$ cat src/hw/rtl/dlbs_pkg.sv
// ----------------------------------------------------------------------------
// dlbs_pkg
// Shared constants and types of the decimal limb bignum subtractor.
// ----------------------------------------------------------------------------
package dlbs_pkg;

  localparam int MAX_LIMBS = 64;
  localparam int LIMB_W    = 64;
  localparam int IDX_W     = (MAX_LIMBS > 1) ? $clog2(MAX_LIMBS) : 1;
  localparam int CNT_W     = $clog2(MAX_LIMBS + 1);
  localparam int BANKS     = 2;
  localparam int QDEPTH    = 2;
  localparam int QPTR_W    = (QDEPTH > 1) ? $clog2(QDEPTH) : 1;
  localparam int QCNT_W    = $clog2(QDEPTH + 1);

  localparam logic [LIMB_W-1:0] LIMB_BASE = 64'd10000000000000000000;

  // limb pair write into the operand store
  typedef struct packed {
    logic              we;
    logic              bank;
    logic [IDX_W-1:0]  idx;
    logic [LIMB_W-1:0] a;
    logic [LIMB_W-1:0] b;
  } store_wr_t;

  // one finished operand set, ready for the borrow pass
  typedef struct packed {
    logic             bank;
    logic [CNT_W-1:0] n;
    logic             a_small;
  } job_t;

  typedef struct packed {
    logic busy;
    logic bank;
  } back_stat_t;

  typedef struct packed {
    logic              full;
    logic              empty;
    logic [QCNT_W-1:0] cnt;
  } jobq_stat_t;

endpackage

$ cat src/hw/rtl/dlbs_job_q.sv
// ----------------------------------------------------------------------------
// dlbs_job_q
// Short job queue between the loading front end and the subtracting back end.
// ----------------------------------------------------------------------------
module dlbs_job_q
  import dlbs_pkg::*;
(
  input  logic       clk,
  input  logic       rst_n,
  input  logic       push,
  input  job_t       job_in,
  input  logic       pop,
  output job_t       job_out,
  output jobq_stat_t qs
);

  job_t              mem_r [QDEPTH];
  logic [QPTR_W-1:0] wp_r, rp_r;
  logic [QCNT_W-1:0] cnt_r, cnt_nxt;
  logic              do_push, do_pop;

  assign qs.full  = (cnt_r == QCNT_W'(QDEPTH));
  assign qs.empty = (cnt_r == '0);
  assign qs.cnt   = cnt_r;

  assign do_push = push & ~qs.full;
  assign do_pop  = pop & ~qs.empty;
  assign job_out = mem_r[rp_r];

  always_comb begin
    cnt_nxt = cnt_r;
    if (do_push && !do_pop) begin
      cnt_nxt = cnt_r + QCNT_W'(1);
    end else if (do_pop && !do_push) begin
      cnt_nxt = cnt_r - QCNT_W'(1);
    end
  end

  always_ff @(posedge clk) begin
    if (do_push) begin
      mem_r[wp_r] <= job_in;
    end
  end

  always_ff @(posedge clk) begin
    if (!rst_n) begin
      wp_r  <= '0;
      rp_r  <= '0;
      cnt_r <= '0;
    end else begin
      if (do_push) begin
        wp_r <= wp_r + QPTR_W'(1);
      end
      if (do_pop) begin
        rp_r <= rp_r + QPTR_W'(1);
      end
      cnt_r <= cnt_nxt;
    end
  end

endmodule

$ cat config.mk
export PLATFORM = sky130hd
export DESIGN_NAME = dlbs_job_q
export DESIGN_NICKNAME = d
export VERILOG_FILES = /design/src/hw/rtl/dlbs_pkg.sv /design/src/hw/rtl/dlbs_job_q.sv
export SDC_FILE = /design/constraint.sdc
export NUM_CORES = 1
export LEC_CHECK = 0
export ABC_AREA = 0
export BUFFER_PORTS_ARGS = -buffer_cell sky130_fd_sc_hd__buf_2
export CORE_ASPECT_RATIO = 0.8
export CORE_MARGIN = 1
export CORE_UTILIZATION = 48
export CTS_CLUSTER_DIAMETER = 50
export CTS_CLUSTER_SIZE = 20
export DETAILED_ROUTE_END_ITERATION = 8
export GPL_TIMING_DRIVEN = 0
export PLACE_DENSITY = 0.75
export SYNTH_ARGS = -nofsm -noshare
export SYNTH_HDL_FRONTEND = slang
export SYNTH_SLANG_ARGS = --single-unit
$ cat constraint.sdc
create_clock -name clk -period 2.05 [get_ports clk]
set_input_delay 0.3075 -clock clk [delete_from_list [all_inputs] [get_ports clk]]
set_output_delay 0.3075 -clock clk [all_outputs]
set_load 0.02 [all_outputs]
Yosys cells after proc, flatten, opt, wreduce, memory -nomap -nowiden. Memories as Yosys holds them, arrays and structs flattened. A register that Yosys moved wholly into a read port is not among the register bits. Index checks and enable logic that the tools add are counted.

Input port bits: 13. Memories kept: 1. Output and inout bits: 13. RAM bits: 18. Word-level logic and storage cells: 25. Register bits: 4.

Memories: mem_r (depth 2, width 9, read ports 1, clocked after Yosys merged registers in 1, write ports 1, RTL line dlbs_job_q.sv:17) `job_t mem_r [QDEPTH];`.

Add/sub/neg operators: 4. Mux-type cells: 6. Eq/ne operators: 1. Bitwise gates (word level): 4. Reduce and logical (&&, ||, !) cells: 6.

Operator list (number): $mux W1 (4); $mux W2 (2); $add A1 B1 Y1 const B (2); $add A2 B1 Y2 const B (1); $and A1 B1 Y1 (2); $eq A2 B2 Y1 const B (1); $logic_and A1 B1 Y1 (2); $logic_not A1 Y1 (2); $logic_not A2 Y1 (1); $not A1 Y1 (2); $reduce_bool A2 Y1 (1); $sub A2 B1 Y2 const B (1).

Depth between registers and ports, before layout.
Depth in word-level cells: 7. Mapped depth: 7. Gate-level depth less buffers: 7.

Worst setup path after synthesis. Ideal clock, no wire load.

Path type: flip-flop to flip-flop. Start point: reg cnt_r[0]. End point: reg cnt_r[1]. Cell stages (with the launch flop): 7. Setup slack: 0.315 ns. Data required time: 1.980 ns. Arrival time: 1.665 ns. Clock period less this slack: 1.735 ns. Library setup time: 0.070 ns. Path buffers: 0. Cell sequence: dfxtp_1 -> nand2b_1 -> inv_1 -> nor2_1 -> ha_1 -> or3_1 -> a21oi_1.

RTL lines: start, declared (RTL line dlbs_job_q.sv:19) `logic [QCNT_W-1:0] cnt_r, cnt_nxt;`; start signal, assigned (RTL line dlbs_job_q.sv:57) `cnt_r <= cnt_nxt;`.

==> results.toml <==
[power_and_ir_drop]
power.density_nw_per_um2 = 1250
p_leak_nw = 0.434
vdd_drop_max_uv = 814

[timing]
setup_viol = 0
period_minus_slack_ns = 1.67
hold_viol_final = 0
slew_headroom = 0.501
clock.fmax_mhz = 600
clock_skew_ns = 0.00118
worst_pin_slew_ns = 0.745
final_max_slew_viol_count = 0
rsz0062_at_grt = "no"
fin_tns_setup_ns = 0
period_share = 0.813

[critical_path]
cp.required_ns = 1.74
arrival_ns = 1.36
max_stage_delay_ns = 0.36
worstSetupStartpointType = "flip-flop"
r2r-start = "cnt_r[0]"
reg2reg_to = "cnt_r[1]"
cp_common_cell = "buf_2"
path_cells = "buf_2, mux2_2, buf_2"
crit_cells = 3
worstPathMaxFanout = 9
slowest_stage = "mux2_2"
setup.worst_path.class = "reg -> out"
r2r_setup_slack_ns = 0.42
cp-end-kind = "primary output"
worst-r2r-cell-count = 6
crit_buf_inv = 2
cp_top_family = "buffers and inverters"

[clock_network]
post_cts_resized = 0
post-cts-setup-buffers = 0
root_buffer = "clkbuf_4"
cts_tree = "yes"
clk_latency_ns = 0.30
cts_buffer_depth = 2
numCtsBuffers = 3
clock-sinks = 23
htree_levels = 1
clkTransAtPathRegs_ns = 0.11
cts_hold_buffers = 0

[finish]
diodes = 0
finish.utilization = 0.635
drive_above_1_share = 0.470
syn2layout_area_growth_pct = 20.5
nets = 98

[logic_synthesis]
syn_area_um2 = 875
syn_inst = 54
synth-seq-cells = 23
yosysWarnings = 0
avgSynthCellArea_um2 = 16.2
synth_nets = 68
synthDistinctLibCells = 16
ys_seq_area_frac = 0.732

[drt]
drc_errors = 0
vias_per_cell = 4.87
top_layer = "met4"
wl_met1_um = 534
final_antenna_net_count = 0
drt_pass1_iterations = 3
wirelength_mm = 1.26
drtIter0Drc = 4
num_vias = 511
met2_length_um = 628
wire_per_inst_um = 12.0
wl_met3_um = 78

[grt]
grt_max_degree = 13
grt_pass1_vias = 472
gr-total-overflow = 0
grt_pass1_wl_mm = 2.04
antenna_found_initial = 0
grt_use_total = 0.157

[placed_design]
place_hpwl_um = 915
globalplace.congestion = 0.698
portBuffers = 25

[worst_hold_path]
min_path_type = "in -> reg"
hp-start = "job_in[6]"
min_path_cells = 1
hold_path_end = "mem_r[0][6]"

[floorplanning]
start_util = 0.527
core_area_um2 = 1660
ios = 26
die_x_um = 49.7
die_h_um = 40.2
std_cell_rows = 13
die_area_um2 = 2000

[job]
drv_cap = 0

[run_status]
outcome = "finished clean"
==> layer usage <==
layer / vias up / track usage
met5: - / 0
met4: 0 / 0.107
met3: 4 / 0.0682
met2: 16 / 0.250
met1: 235 / 0.176
li1: 256 / -
==> stage by stage <==
stage | hold WS, ns | cell area (µm²) | power, mW | setup WS (ns) | std cells
after floorplan | 0.406 | 875 | 0.990 | 0.315 | 54
after global placement | 0.488 | 1030 | 1.12 | 0.416 | 101
after detailed placement | 0.499 | 1030 | 1.14 | 0.428 | 101
after CTS | 0.168 | 1050 | 1.34 | 0.360 | 105
after global routing | 0.163 | 1050 | 1.40 | 0.261 | 105
final | 0.181 | 1050 | 1.32 | 0.383 | 105
==> placed cells by master, fill, tap and decap left out <==
master	n
a21boi_0	1
a21oi_1	1
and3_1	1
buf_2	26
clkbuf_1	1
clkbuf_4	3
dfxtp_1	5
edfxtp_1	18
ha_1	1
inv_1	3
mux2_2	9
nand2b_1	1
nor2_1	5
nor3_2	1
o21a_1	1
o21ai_0	2
or3_1	1
xor2_1	3
==> flip-flops by register name, indices dropped and copies added (netlist names), named ones only <==
register / cells
cnt_r: 2
mem_r: 18
rp_r: 1
wp_r: 1
==> layout make-up <==
class                   instances  area (µm²)
flip-flops and latches         23         641
plain buffers                   1        5.00
fillers                       136         606
repair buffers                 25         125
multi-input cells              27         218
well taps                      22        27.5
clock buffers                   4        26.3
inverters                       3        11.3
==> power breakdown <==
group	total [mW]	internal (mW)	switching [mW]	leakage, nW
Combinational	0.486	0.195	0.290	0.209
Sequential	0.634	0.594	0.0401	0.209
Clock	0.200	0.0760	0.124	0.0150
==> logic make-up after synthesis <==
family | Yosys count | synth area share
AO/OA/AOI/OAI | 5 | 0.0343
flip-flops | 23 | 0.732
adder cells (fa/ha/maj) | 1 | 0.0143
XOR/XNOR | 3 | 0.0300
AND/OR/NAND/NOR | 9 | 0.0544
multiplexers | 9 | 0.116
buffers and inverters | 4 | 0.0186
==> how the worst max path moves through the flow <==
stage | slack, ns | start | to
global route | 0.26 | cnt_r[0] | cnt_r[1]
global placement | 0.42 | cnt_r[0] | mem_r[0][8]
floorplan | 0.32 | cnt_r[0] | cnt_r[1]
finish | 0.38 | flip-flop | job_out[0]
CTS | 0.36 | flip-flop | job_out[0]
detailed placement | 0.43 | cnt_r[0] | mem_r[0][0]
==> worst register-to-register path: stages (launching register included) <==
cell	delay, ns
dfxtp_1	0.37
nand2b_1	0.19
inv_1	0.12
nor2_1	0.06
ha_1	0.33
or3_1	0.38
a21oi_1	0.13
==> cells in the mapped netlist <==
| master | instances | share of area |
|---|---|---|
| ha_1 | 1 | 0.014 |
| or3_1 | 1 | 0.0072 |
| o21a_1 | 1 | 0.0086 |
| dfxtp_1 | 5 | 0.11 |
| nor3_2 | 1 | 0.011 |
| nand2b_1 | 1 | 0.0072 |
| and3_1 | 1 | 0.0072 |
| mux2_2 | 9 | 0.12 |
| o21ai_0 | 2 | 0.011 |
| edfxtp_1 | 18 | 0.62 |
| nor2_1 | 5 | 0.021 |
| a21boi_0 | 1 | 0.0086 |
| xor2_1 | 3 | 0.030 |
| inv_1 | 3 | 0.013 |
| a21oi_1 | 1 | 0.0057 |
| buf_2 | 1 | 0.0057 |
No activity file was read; power rests on OpenSTA's default activity.
