===== config.mk =====
export PLATFORM = sky130hd
export DESIGN_NAME = dlbs_front
export DESIGN_NICKNAME = d
export VERILOG_FILES = /design/src/hw/rtl/dlbs_pkg.sv /design/src/hw/rtl/dlbs_front.sv
export SDC_FILE = /design/constraint.sdc
export NUM_CORES = 1
export LEC_CHECK = 0
export BUFFER_PORTS_ARGS = -buffer_cell sky130_fd_sc_hd__buf_2
export CAP_MARGIN = 15
export CORE_AREA = 3 3 111 113
export DETAILED_ROUTE_END_ITERATION = 8
export DIE_AREA = 0 0 114 116
export GPL_TIMING_DRIVEN = 0
export SLEW_MARGIN = 15
export SYNTH_ARGS = -nofsm -noshare
export SYNTH_HDL_FRONTEND = slang
export SYNTH_SLANG_ARGS = --single-unit

===== constraint.sdc =====
create_clock -name clk -period 2.5 [get_ports clk]
set_input_delay 0.5 -clock clk [delete_from_list [all_inputs] [get_ports clk]]
set_output_delay 0.5 -clock clk [all_outputs]
set_load 0.005 [all_outputs]

===== src/hw/rtl/dlbs_pkg.sv =====
// ----------------------------------------------------------------------------
// dlbs_pkg
// Shared constants and types of the decimal limb bignum subtractor.
// ----------------------------------------------------------------------------
package dlbs_pkg;

  localparam int MAX_LIMBS = 64;
  localparam int LIMB_W    = 64;
  localparam int IDX_W     = (MAX_LIMBS > 1) ? $clog2(MAX_LIMBS) : 1;
  localparam int CNT_W     = $clog2(MAX_LIMBS + 1);
  localparam int BANKS     = 2;
  localparam int QDEPTH    = 2;
  localparam int QPTR_W    = (QDEPTH > 1) ? $clog2(QDEPTH) : 1;
  localparam int QCNT_W    = $clog2(QDEPTH + 1);

  localparam logic [LIMB_W-1:0] LIMB_BASE = 64'd10000000000000000000;

  // limb pair write into the operand store
  typedef struct packed {
    logic              we;
    logic              bank;
    logic [IDX_W-1:0]  idx;
    logic [LIMB_W-1:0] a;
    logic [LIMB_W-1:0] b;
  } store_wr_t;

  // one finished operand set, ready for the borrow pass
  typedef struct packed {
    logic             bank;
    logic [CNT_W-1:0] n;
    logic             a_small;
  } job_t;

  typedef struct packed {
    logic busy;
    logic bank;
  } back_stat_t;

  typedef struct packed {
    logic              full;
    logic              empty;
    logic [QCNT_W-1:0] cnt;
  } jobq_stat_t;

endpackage


===== src/hw/rtl/dlbs_front.sv =====
// ----------------------------------------------------------------------------
// dlbs_front
// Takes limb pairs, writes them to the operand store, decides operand order
// from the top limb down and hands a job to the back end on the final pair.
// ----------------------------------------------------------------------------
module dlbs_front
  import dlbs_pkg::*;
(
  input  logic          clk,
  input  logic          rst_n,
  input  logic          in_tvalid,
  output logic          in_tready,
  input  logic [127:0]  in_tdata,   // limb_a [63:0], limb_b [127:64]
  input  logic          in_tlast,   // final_pair
  input  jobq_stat_t    qs,
  input  back_stat_t    bs,
  output store_wr_t     wr,
  output logic          job_push,
  output job_t          job
);

  logic [CNT_W-1:0]  count_r, count_nxt, count_inc;
  logic              decided_r, decided_nxt;
  logic              asm_r, asm_nxt;
  logic              bank_r, bank_nxt;
  logic [QCNT_W:0]   held;
  logic              accept, room;
  logic [LIMB_W-1:0] a, b;

  // banks in use: queued jobs plus the one the back end works on
  assign held      = {1'b0, qs.cnt} + {{QCNT_W{1'b0}}, bs.busy};
  assign in_tready = (held < (QCNT_W+1)'(BANKS));
  assign accept    = in_tvalid & in_tready;
  assign a         = in_tdata[LIMB_W-1:0];
  assign b         = in_tdata[2*LIMB_W-1:LIMB_W];
  assign room      = (count_r < CNT_W'(MAX_LIMBS));

  assign count_inc = count_r + CNT_W'(accept & room);

  always_comb begin
    decided_nxt = decided_r;
    asm_nxt     = asm_r;
    if (accept && room && !decided_r && (a != b)) begin
      decided_nxt = 1'b1;
      asm_nxt     = (a < b);
    end
  end

  assign wr.we   = accept & room;
  assign wr.bank = bank_r;
  assign wr.idx  = count_r[IDX_W-1:0];
  assign wr.a    = a;
  assign wr.b    = b;

  assign job_push    = accept & in_tlast;
  assign job.bank    = bank_r;
  assign job.n       = count_inc;
  assign job.a_small = asm_nxt;

  assign count_nxt = job_push ? '0 : count_inc;
  assign bank_nxt  = job_push ? ~bank_r : bank_r;

  always_ff @(posedge clk) begin
    if (!rst_n) begin
      count_r   <= '0;
      decided_r <= 1'b0;
      asm_r     <= 1'b0;
      bank_r    <= 1'b0;
    end else begin
      count_r   <= count_nxt;
      decided_r <= job_push ? 1'b0 : decided_nxt;
      asm_r     <= job_push ? 1'b0 : asm_nxt;
      bank_r    <= bank_nxt;
    end
  end

endmodule


# Word level (Yosys, flattened, before mapping)
# Index checks and enable logic that the tools add are counted.
# word_totals
ff_bits	10
input_bits	138
word_cells	22
# op_classes
addsub	2
order_cmp	3
eq_ne	1
n_mux	1
n_bitwise	6
n_reduce_logical	5
# ops
cell	count
less-than comparator 64 bit	1
inequality test 64 bit	1
adder 7 x 1 -> 7 bit	1
less-than comparator 7 bit, second input constant	1
bitwise AND 1 bit	4
adder 2 x 1 -> 3 bit	1
logical AND 1 bit	3
less-than comparator 3 x 2 -> 1 bit, second input constant	1
inverter 1 bit	2
OR reduction 2 bit	1
zero test 1 bit	1
2-to-1 mux 1 bit	1

# Depth between registers and ports, before layout
# depth
depth_word	7
mapped_depth	10
ltp_nobuf	9

# Worst setup path after synthesis
# Ideal clock, no wire load.
# synth_timing
path_type	in2out
startpoint	input port in_tdata[75]
endpoint	output port job[0] (netlist bit)
arrival_ns	2.129
slack_ns	-0.129
path_stages	10
path_cell_list	inv_1 ha_1 nand4_1 or4_4 a21o_1 a31oi_1 a311oi_1 nand2_1 o21ai_0 buf_4
# synth_between
elab_chain_len	3
elab_cells_between_ends	4
cone_classes	order compare (1); eq/ne (1); mux (1); reduce/logical (1)
# synth_lines
element	line_no	text
from (decl)	dlbs_front.sv:13	input logic [127:0] in_tdata,
branches (longest 2 deep; another with less-than comparator 64 bit)	-	
2-to-1 mux 1 bit (*)	dlbs_front.sv:43	if (accept && room && !decided_r && (a != b)) begin
to (decl)	dlbs_front.sv:19	output job_t job
# Every way passes the cells marked *.

# Worst setup path in the final report
# layout_timing
startpoint	input port in_tdata[13]
endpoint	output port job[0] (netlist bit)
# Same word-level chain as after synthesis.

==> results.cfg <==
[outcome]
outcome = complete, but fails checks
violations = setup timing

[detailed_routing]
drt_iter0_drc = 48
wl_met2_um = 5680
wl_met3_um = 756
top_layer_used = met4
routed_wl_um = 10300
vias = 3536
vias_per_cell = 4.17
ant_nets = 0
drc_errors = 0
drt-met1-wl_um = 3670
post_drt_wl_per_cell_um = 12.1
drt_pass1_iterations = 4

[worst_setup_path]
crit_path_frequent_cell = buf_6
cp-start-kind = input port
slowest_stage = or4_4
crit_type = in2out
critPathArrivalTime_ps = 2390
required_ps = 2000
crit_chain = buf_6 -> ha_4 -> nand4_1 -> or4_4 -> buf_6 -> o311ai_4 -> nand2_1 -> o21ai_2 -> buf_2
critPathTopFamily = simple AND/OR/NAND/NOR gates
crit_buf_inv = 3
rrSetupSlack_ps = 940
slowest_delay_ps = 560
cp-end-kind = output port
cp_max_fo = 4

[cts]
clock_sinks = 10
hold_buffers = 0
cts-root-buf = clkbuf_16
clk_pin_slew_ps = 40
cts_max_level = 1
numCtsBuffers = 3
clk_latency_ps = 240
clk_path_buf_depth = 2
cts_tree = yes

[floorplanning]
die-area_um2 = 13200
die_w_um = 114
ios = 285
rows = 39
core_area_um2 = 11400
floorplan.initialDensity_pct = 27.5
fp.dieH_um = 116

[logic_synthesis]
synth_warnings = 0
async_reset_ff_share_pct = 0
syn_inst = 410
synth_nets = 614
yosysMostFrequentCell = buf_4
syn_avg_cell_area_um2 = 7.65
synth-edff-count = 0
yosys_register_bits = 10
synth_top_area_share_pct = 32.8
ys_types = 35
syn_area_um2 = 3140
synth_area_leaders = buf_4 33%, ha_1 26%, inv_1 8.1%, dfxtp_1 6.4%, a21oi_1 4.5%
dominantRegCellSynth = dfxtp_1
synthTopCellsByCount = 137 x buf_4, 68 x inv_1, 66 x ha_1
yosysSeqAreaShare_pct = 6.38
yosys.area.top_type = buf_4

[global_route]
grt_use_total_pct = 13.5
grt_pass1_wl_um = 14800
grt_antenna_before_repair = 0
grt_pass1_vias = 3419
grt-ovfl-total = 0
grt_max_degree = 10

[pwr]
pwr-share-clk_pct = 24.7
p_leak_nw = 3.22
power_frac_comb_pct = 62.0
power_per_cell_area_nw_per_um2 = 236
peakVddDrop_v = 0.000250
switching_share_pct = 32.3
p_seq_share_pct = 13.3
p_int_uw = 853
switchingPower_uw = 407

[final_layout]
fin_cells = 848
synthToLayoutAreaGrowth_pct = 70.2
final_core_util_pct = 46.7
drive_gt1_share_pct = 68.9
antennaDiodeCount = 0
num-fill-cells = 1126
nets = 910

[sta]
worst_pin_slew_ps = 355
fin_worst_skew_ps = 1.36
finalHoldViolCount = 0
setup_viol = 1
rsz0062_at_grt = yes
period_minus_slack_ps = 2890
period_share_pct = 116
maxSlewHeadroom_pct = 76.3
drv_slew = 0
fmax_mhz = 346
fin_ws_ps = -391

[placed_design]
gp_congestion = 0.833
placed_cells = 834
port_buffers = 281
dp_hpwl_um = 9210
place_ws_ps = -684

[worst_hold_path]
hold_class = reg2reg

[job]
cap_violations = 0
final timing paths:
path,from,to,cells past startpoint
setup / recovery,in_tdata[13],job[0],9
hold / removal,asm_r$_SDFF_PP0_,asm_r$_SDFF_PP0_,2
setup reg to reg,count_r[6]$_SDFF_PP0_,count_r[6]$_SDFF_PP0_,9
hold reg to reg,asm_r$_SDFF_PP0_,asm_r$_SDFF_PP0_,2
through the flow:
step	instance area (um2)	setup TNS [ps]	power, mW	hold WS (ps)
after floorplan	3200	-82.2	0.551	465
after global placement	4790	-1100	0.854	476
after detailed placement	4790	-1270	0.868	494
after CTS	5060	-417	1.22	500
after global routing	5340	-480	1.37	543
final	5340	-391	1.26	507
routing by layer:
metal | track usage (%) | vias up
met4 | 3.64 | 0
met3 | 1.57 | 12
met2 | 27.9 | 159
li1 | - | 1820
met5 | 0 | -
met1 | 14.2 | 1545
worst reg2reg max path: stages (launching register included):
cell and delay (ps):
dfxtp_1 380, nor2_4 50, ha_2 190, ha_4 170, nand2_1 70, nor2_2 40
xor2_1 160, buf_4 140, buf_4 120, nor2b_1 110
logic make-up after synthesis:
logic type      share of synthesized area [%]
simple gates                             13.8
xor+xnor                                 1.68
fa+ha+maj                                26.3
flops                                    6.38
buf+inv                                  40.9
compound gates                           10.9
state kept, by name (all words and copies together) (netlist names):
| register | flops |
|---|---|
| asm_r | 1 |
| bank_r | 1 |
| count_r | 7 |
| decided_r | 1 |
cells in the final DEF, fill, tap and decap left out, drive strengths merged:
| cell | instances |
|---|---|
| ha | 66 |
| and4 | 4 |
| o311ai | 1 |
| and3 | 5 |
| nor2b | 3 |
| or4 | 1 |
| o21ai | 11 |
| nand3 | 10 |
| nand3b | 1 |
| nor4 | 1 |
| xnor2 | 3 |
| a31oi | 1 |
| a22oi | 1 |
| nand4 | 12 |
| a221oi | 3 |
| clkbuf | 4 |
| a21oi | 28 |
| inv | 68 |
| a311oi | 2 |
| and2 | 2 |
| o2111ai | 1 |
| xor2 | 3 |
| o211ai | 1 |
| dfxtp | 10 |
| buf | 428 |
| nand2b | 2 |
| and4bb | 1 |
| nand2 | 21 |
| nor2 | 4 |
| o31ai | 2 |
| a21o | 4 |
| nor3 | 1 |
final cells by class:
| cell class | count | area, um2 | share of cell area [%] |
|---|---|---|---|
| plain buffers | 136 | 1020 | 19.1 |
| multi-input cells | 195 | 2020 | 37.9 |
| flip-flops and latches | 10 | 200 | 3.75 |
| well taps | 143 | 179 | 3.35 |
| repair buffers | 292 | 1560 | 29.1 |
| clock buffers | 4 | 88.8 | 1.66 |
| inverters | 68 | 273 | 5.11 |
power by group through the flow:
stage          combinational (mW)  clock [mW]  sequential (mW)
2_1_floorplan               0.381           0            0.169
3_3_place_gp                0.684           0            0.170
3_5_place_dp                0.699           0            0.170
4_1_cts                     0.731       0.320            0.167
5_1_grt                     0.873       0.325            0.168
6_report                    0.781       0.311            0.167
repair_timing:
action | CTS | global route
setup endpoints to repair | 5 | 3
pin swaps | 17 | 14
buffers inserted | 8 | 3
resized for setup | 28 | 31
(Power assumes the default switching activity.)
